## src/hdl/ed_pkg.sv

```systemverilog
`default_nettype none

package ed_pkg;

	// transaction commands
	typedef enum logic [1:0] {
		CMD_CLEAR  = 2'd0,
		CMD_APPEND = 2'd1,
		CMD_QUERY  = 2'd2,
		CMD_EMPTY  = 2'd3
	} cmd_t;

	// width of the reported distance
	localparam int OUT_WIDTH = 16;
	localparam int CH_WIDTH  = 8;

	// request transaction
	typedef struct packed {
		cmd_t                cmd;
		logic [CH_WIDTH-1:0] ch;
		logic                first;
		logic                last;
	} req_t;

	// response transaction
	typedef struct packed {
		logic [OUT_WIDTH-1:0] distance;
		logic                 truncated;
	} rsp_t;

	// broadcast controls shared by every cell of the row
	typedef struct packed {
		logic                restart;
		logic                pat_wr;
		logic [CH_WIDTH-1:0] pat_ch;
		logic [CH_WIDTH-1:0] qch;
	} cell_ctl_t;

	// sequencer states
	typedef enum logic [4:0] {
		ST_IDLE  = 5'b00001,
		ST_INIT  = 5'b00010,
		ST_ZERO  = 5'b00100,
		ST_SWEEP = 5'b01000,
		ST_EMIT  = 5'b10000
	} state_t;

endpackage

`default_nettype wire

```

## src/hdl/ed_cell.sv

```systemverilog
`default_nettype none

module ed_cell #(
	parameter int IDX         = 0,
	parameter int DIST_WIDTH  = 16,
	parameter int NW          = 7
) (
	input  wire logic                  clk,
	input  wire logic                  arst_n,
	input  wire ed_pkg::cell_ctl_t     ctl,
	input  wire logic [NW-1:0]         n,
	input  wire logic                  tok_in,
	input  wire logic [DIST_WIDTH-1:0] left_new,
	input  wire logic [DIST_WIDTH-1:0] left_old,
	output logic                       tok_out,
	output logic [DIST_WIDTH-1:0]      cost_out,
	output logic [DIST_WIDTH-1:0]      old_out,
	output logic                       done
);

	localparam logic [63:0] DIST_MAX = (64'd1 << DIST_WIDTH) - 64'd1;
	localparam logic [63:0] IDX_W    = 64'(IDX);
	localparam logic [DIST_WIDTH-1:0] INIT_COST =
		DIST_WIDTH'((IDX_W > DIST_MAX) ? DIST_MAX : IDX_W);
	localparam bit HAS_PAT = (IDX != 0);
	localparam logic [NW-1:0] PAT_SLOT = HAS_PAT ? NW'(IDX - 1) : '0;
	localparam logic [NW-1:0] MY_IDX   = NW'(IDX);

	logic [ed_pkg::CH_WIDTH-1:0] pat_q;
	logic [DIST_WIDTH-1:0]       cost_q;
	logic [DIST_WIDTH-1:0]       old_q;
	logic                        tok_q;
	logic                        done_q;
	logic [DIST_WIDTH-1:0]       up_inc;
	logic [DIST_WIDTH-1:0]       left_inc;
	logic [DIST_WIDTH-1:0]       sub_cost;
	logic [DIST_WIDTH-1:0]       min_a;
	logic [DIST_WIDTH-1:0]       cost_nxt;
	logic                        is_end;

	function automatic logic [DIST_WIDTH-1:0] sat_inc(input logic [DIST_WIDTH-1:0] v);
		return (&v) ? v : v + DIST_WIDTH'(1);
	endfunction

	assign is_end = (n == MY_IDX);

	// pattern byte slot; cell 0 keeps a dummy byte, its left inputs are all ones
	always_ff @(posedge clk) begin
		if (ctl.pat_wr && (n == PAT_SLOT)) begin
			pat_q <= ctl.pat_ch;
		end
	end

	// recurrence: min of insert, delete and substitute
	always_comb begin
		up_inc   = sat_inc(cost_q);
		left_inc = sat_inc(left_new);
		sub_cost = (ctl.qch == pat_q) ? left_old : sat_inc(left_old);
		min_a    = (up_inc < left_inc) ? up_inc : left_inc;
		cost_nxt = (sub_cost < min_a) ? sub_cost : min_a;
	end

	// row entry and the old value handed to the right neighbor
	// only entries 0..n restart, the rest keep their last value
	always_ff @(posedge clk) begin
		if (ctl.restart && (MY_IDX <= n)) begin
			cost_q <= INIT_COST;
		end else if (tok_in) begin
			cost_q <= cost_nxt;
			old_q  <= cost_q;
		end
	end

	// wavefront token
	always_ff @(posedge clk or negedge arst_n) begin
		if (!arst_n) begin
			tok_q  <= 1'b0;
			done_q <= 1'b0;
		end else begin
			tok_q  <= tok_in && !is_end;
			done_q <= tok_in && is_end;
		end
	end

	assign tok_out  = tok_q;
	assign cost_out = cost_q;
	assign old_out  = old_q;
	assign done     = done_q;

endmodule

`default_nettype wire

```

## config.mk

```make
export PLATFORM = sky130hd
export DESIGN_NAME = ed_cell
export DESIGN_NICKNAME = d
export VERILOG_FILES = /design/src/hdl/ed_pkg.sv /design/src/hdl/ed_cell.sv
export SDC_FILE = /design/constraint.sdc
export NUM_CORES = 1
export LEC_CHECK = 0
export BUFFER_PORTS_ARGS = -buffer_cell sky130_fd_sc_hd__buf_4
export CAP_MARGIN = 20
export CORE_ASPECT_RATIO = 0.75
export CORE_MARGIN = 3
export CORE_UTILIZATION = 49
export DETAILED_ROUTE_END_ITERATION = 10
export PLACE_DENSITY = 0.77
export SKIP_LAST_GASP = 1
export SLEW_MARGIN = 20
export SYNTH_ARGS = -nofsm -noshare
export SYNTH_HDL_FRONTEND = slang
export SYNTH_SLANG_ARGS = --single-unit
```

## constraint.sdc

```tcl
create_clock -name clk -period 5.4 [get_ports clk]
set_input_delay 1.62 -clock clk [delete_from_list [all_inputs] [get_ports clk]]
set_output_delay 1.62 -clock clk [all_outputs]
set_load 0.05 [all_outputs]
```

# Word level (Yosys, flattened, before mapping)
# Index checks and enable logic that the tools add are counted.
[word_totals] regBits=42 input_bits=60 out_inout_bits=34 word_cells=29
[classes] n_addsub=3 magnitude_cmp=3 n_eq_ne=1 muxes=6 bitwise_logic=1 reduce_logical=10
[op_table] operator="16-bit two-way mux" n=6
[op_table] operator="16-bit by 1-bit adder with 16-bit output (second input constant)" n=3
[op_table] operator="16-bit AND reduction" n=3
[op_table] operator="16-bit less-than comparator" n=2
[op_table] operator="8-bit == test" n=1
[op_table] operator="1-bit by 7-bit less-or-equal comparator with 1-bit output (first input constant)" n=1
[op_table] operator="7-bit zero test" n=1
[op_table] operator="1-bit logical AND" n=4
[op_table] operator="2-bit AND reduction" n=1
[op_table] operator="1-bit zero test" n=1
[op_table] operator="1-bit NOT" n=1

# Logic depth before layout (Yosys ltp)
[logic_depth] word_depth=6 ltp_mapped=27 depth_no_buf=24

# Worst setup path after synthesis
# OpenSTA, ideal clock, no wires.
[synth_path] path_type="input-to-reg" startpoint="input left_new[0]" endpoint="register cost_q[12] (netlist: cost_out[12])" setup_ps=153 arrival_ps=6614 required_time_ps=5247 slack_ps=-1367 cell_stages=25 n_path_buf=2 path_cell_list="ha_1 > nand4_2 > nor2_1 > nand2_1 > nand3_1 > xor2_1 > ha_1 > a21o_1 > a21o_1 > a2111oi_0 > o32a_1 > o211ai_2 > clkbuf_1 > o21ai_0 > o21ai_0 > ha_1 > a21o_1 > a21o_1 > a21oi_1 > o21ai_0 > or4b_4 > or4_1 > buf_2 > a311oi_1 > a2111oi_1"
[synth_between] elab_chain_len=6 elab_cells_between_ends=7 classes_between="add/sub: 1; order compare: 2; mux: 3; reduce/logical: 1"
[synth_rtl] item="start, declared" line="ed_cell.sv:13" text="input wire logic [DIST_WIDTH-1:0] left_new,"
[synth_rtl] item="16-bit by 1-bit adder with 16-bit output or 16-bit AND reduction (tied branches)" line="ed_cell.sv:42" text="return (&v) ? v : v + DIST_WIDTH'(1);"
[synth_rtl] item="16-bit two-way mux *" line="ed_cell.sv:42"
[synth_rtl] item="16-bit less-than comparator" line="ed_cell.sv:59" text="min_a = (up_inc < left_inc) ? up_inc : left_inc;"
[synth_rtl] item="16-bit two-way mux *" line="ed_cell.sv:59"
[synth_rtl] item="16-bit less-than comparator" line="ed_cell.sv:60" text="cost_nxt = (sub_cost < min_a) ? sub_cost : min_a;"
[synth_rtl] item="16-bit two-way mux *" line="ed_cell.sv:60"
[synth_rtl] item="end signal, assigned" line="ed_cell.sv:69" text="cost_q <= cost_nxt;"
[synth_rtl] item="end, declared" line="ed_cell.sv:30" text="logic [DIST_WIDTH-1:0] cost_q;"
# Mark *: on every way between the ends. The rest lies on a longest branch, timed or not.
# A chain may end at the register's enable or synchronous reset.

# Worst setup path in the final report
[layout_path] startpoint="input left_new[9]" endpoint="register cost_q[1] (netlist: cost_out[1])"
# Same word-level chain as after synthesis.

==> results.yml <==
die:
  die_h_um: 82.34
  coreArea_sq_um: 7432
  dieArea_sq_um: 8875
  start_util_pct: 51.23
  dieWidth_um: 107.8
  rows: 27
  io_pins: 94
timing:
  fin_setup_tns_ns: -19.21
  setup-violations-final: 16
  tightest_slew_ns: 0.9041
  relSlewSlack_pct: 39.66
  fin_crit_ns: 6.682
  final-hold-violation-count: 0
  finClkSkew_ns: 0.01431
  max_freq_mhz: 149.6
  rsz0062_at_grt: "yes"
  fin_ws_ns: -1.282
  slew_viol_final: 0
  fin_crit_sh_pct: 123.7
synthesis:
  synth_edf_count: 24
  ys_warn_count: 0
  synth_seq_cells: 42
  ys.flop_type: "edfxtp_1"
  synth_area_sq_um: 3807
  synth_cells: 437
  syn_nets: 529
  seq_area_frac_synth_pct: 28.66
  avgSynthCellArea_sq_um: 8.713
  synth_cell_types: 55
  synth_async_sr_flop_share_pct: 4.762
global_routing:
  grt_pass1_wl_um: 23000
  grt_overflow: 0
  first_global_vias: 4461
  grt_usage_pct: 33.74
  grt_start_max_net_pins: 27
  antenna_found_initial: 0
cts:
  ctsHoldBuffers: 0
  cts_sinks: 42
  cts_root_buf: "clkbuf_8"
  numCtsBuffers: 5
  cts.path.max_buffers: 2
  htreeDepth: 2
  clk_latency_ns: 0.31
  cts_tree: "done"
  clk_pin_slew_ns: 0.09
finish:
  area_delta_synth_final_pct: 64.02
  n_antenna_cell: 0
  final_cell_mix: "buf_4, nand2_1, ha_1"
  layout_commonest_cell: "buf_4"
  nets: 761
  drive_gt1_share_pct: 48.66
detailed_routing:
  vias_per_cell: 6.380
  routed-via-count: 4919
  wl_um: 16500
  drt_iter0_drc: 554
  drc: 0
  dr.pass1.iters: 7
  routedWlPerCell_um: 21.40
  ant_nets: 0
critical_path:
  critPathKind: "primary input to flop"
  cp_slowest_cell: "or4b_4"
  critPathMaxStageDelay_ns: 0.60
  cp.arrival_ns: 6.85
  cp_max_fo: 7
  cp-start-kind: "primary input"
  cpMostUsedCell: "a21o_1"
  critical_path_required_ns: 5.57
  end_kind: "flop"
pwr:
  p_total_mw: 1.681
  ir_worst_vdd_mv: 0.1617
  p_leak_nw: 2.806
  power_density_nw_per_um2: 269.2
placed_design:
  portBuffers: 93
  dp_worst_setup_slack_ns: -1.483
  gp_congestion: 0.9316
  hpwl_um: 11130
hold_path:
  hold_path.class: "flop to flop"
run_status:
  status: "finished, violations left"
  violations: "setup timing"
flow_run:
  cap_violations: 0
## cells by family (layout without fill, tap and decap cells)
kind of cell	after synthesis	after routing	synth area share, %
DFF	42	42	28.66
AOI/OAI and AO/OA	109	109	20.08
buffers and inverters	32	265	3.253
adders and majority gates	32	32	10.52
and+or+nand+nor	170	170	24.81
muxes	13	13	3.714
xor gates and xnor gates	39	39	8.971
## critical path, delay by kind of cell
family / cells / cell delay [ns]
AOI/OAI and AO/OA: 12 / 2.26
and+or+nand+nor: 7 / 1.98
buffers and inverters: 3 / 0.44
xor gates and xnor gates: 1 / 0.14
adders and majority gates: 2 / 0.40
## cell usage after synthesis (all sizes together) (4+ instances only)
cell,n,area [sq um]
mux2,9,101.4
nor2,29,108.9
dfxtp,16,320.3
or3,8,50.05
nor3,10,50.05
ha,32,400.4
edfxtp,24,720.7
nand2,33,123.9
and3,4,25.02
o311ai,19,166.4
a211oi,8,60.06
o21ai,28,143.9
xor2,25,219.0
xnor2,14,122.6
nand2b,6,37.54
mux2i,4,40.04
and2,8,50.05
a21o,9,67.56
inv,18,67.56
nor4,8,71.32
clkbuf,11,41.29
a21oi,18,90.09
nand4,23,156.4
nand3,26,135.1
a311oi,6,52.55
## layout make-up
class / count / area (sq um)
Timing Repair Buffer: 239 / 1868
Clock inverter: 3 / 21.27
Fill cell: 400 / 1187
Tap cell: 101 / 126.4
Clock buffer: 5 / 68.82
Inverter: 18 / 67.56
Sequential cell: 42 / 1091
Multi-Input combinational cell: 363 / 3002
## sequential cells by signal (all words and copies together), names as in the netlist
register  cells
tok_out       1
pat_q         8
cost_out     16
old_out      16
done          1
## metrics by stage
stage	instances	utilization [%]	hold slack [ns]	cell area [sq um]
after global placement	734	75.39	0.5566	5603
final	771	84.02	0.5712	6245
after global routing	771	84.02	0.6069	6245
after CTS	766	82.61	0.5713	6140
after detailed placement	734	75.39	0.5636	5603
after floorplan	437	-	0.7428	3973
## repair_timing
item                       CTS  global route
buffers inserted            23             5
gates resized for setup     64            13
pin swaps                   26             4
gates cloned                 1             0
setup endpoints to repair   16            16
## path summary, 6_finish.rpt
check | startpoint | cells after the start | endpoint | slack (ns)
max reg2reg | cost_out[1] | 23 | cost_out[1] | -0.77
max in group asynchronous | arst_n | 1 | tok_out | 4.23
max | left_new[9] | 25 | cost_out[1] | -1.28
min in group asynchronous | arst_n | 1 | done | 1.08
min | cost_out[2] | 2 | cost_out[2] | 0.57
min reg2reg | cost_out[2] | 2 | cost_out[2] | 0.57
## power breakdown
part | switching, mW | internal, mW | total [mW]
combinational | 0.616 | 0.452 | 1.07
sequential | 0.0194 | 0.380 | 0.399
clock | 0.123 | 0.0910 | 0.214
total | 0.758 | 0.923 | 1.68
## layer usage
metal,vias up,GRT usage [%],routed length (um)
met4,0,11.10,868
met5,-,0,0
met2,410,55.02,7342
met1,2267,43.83,6295
met3,96,9.013,1996
li1,2146,-,-
Power figures use the tool's default switching activity.
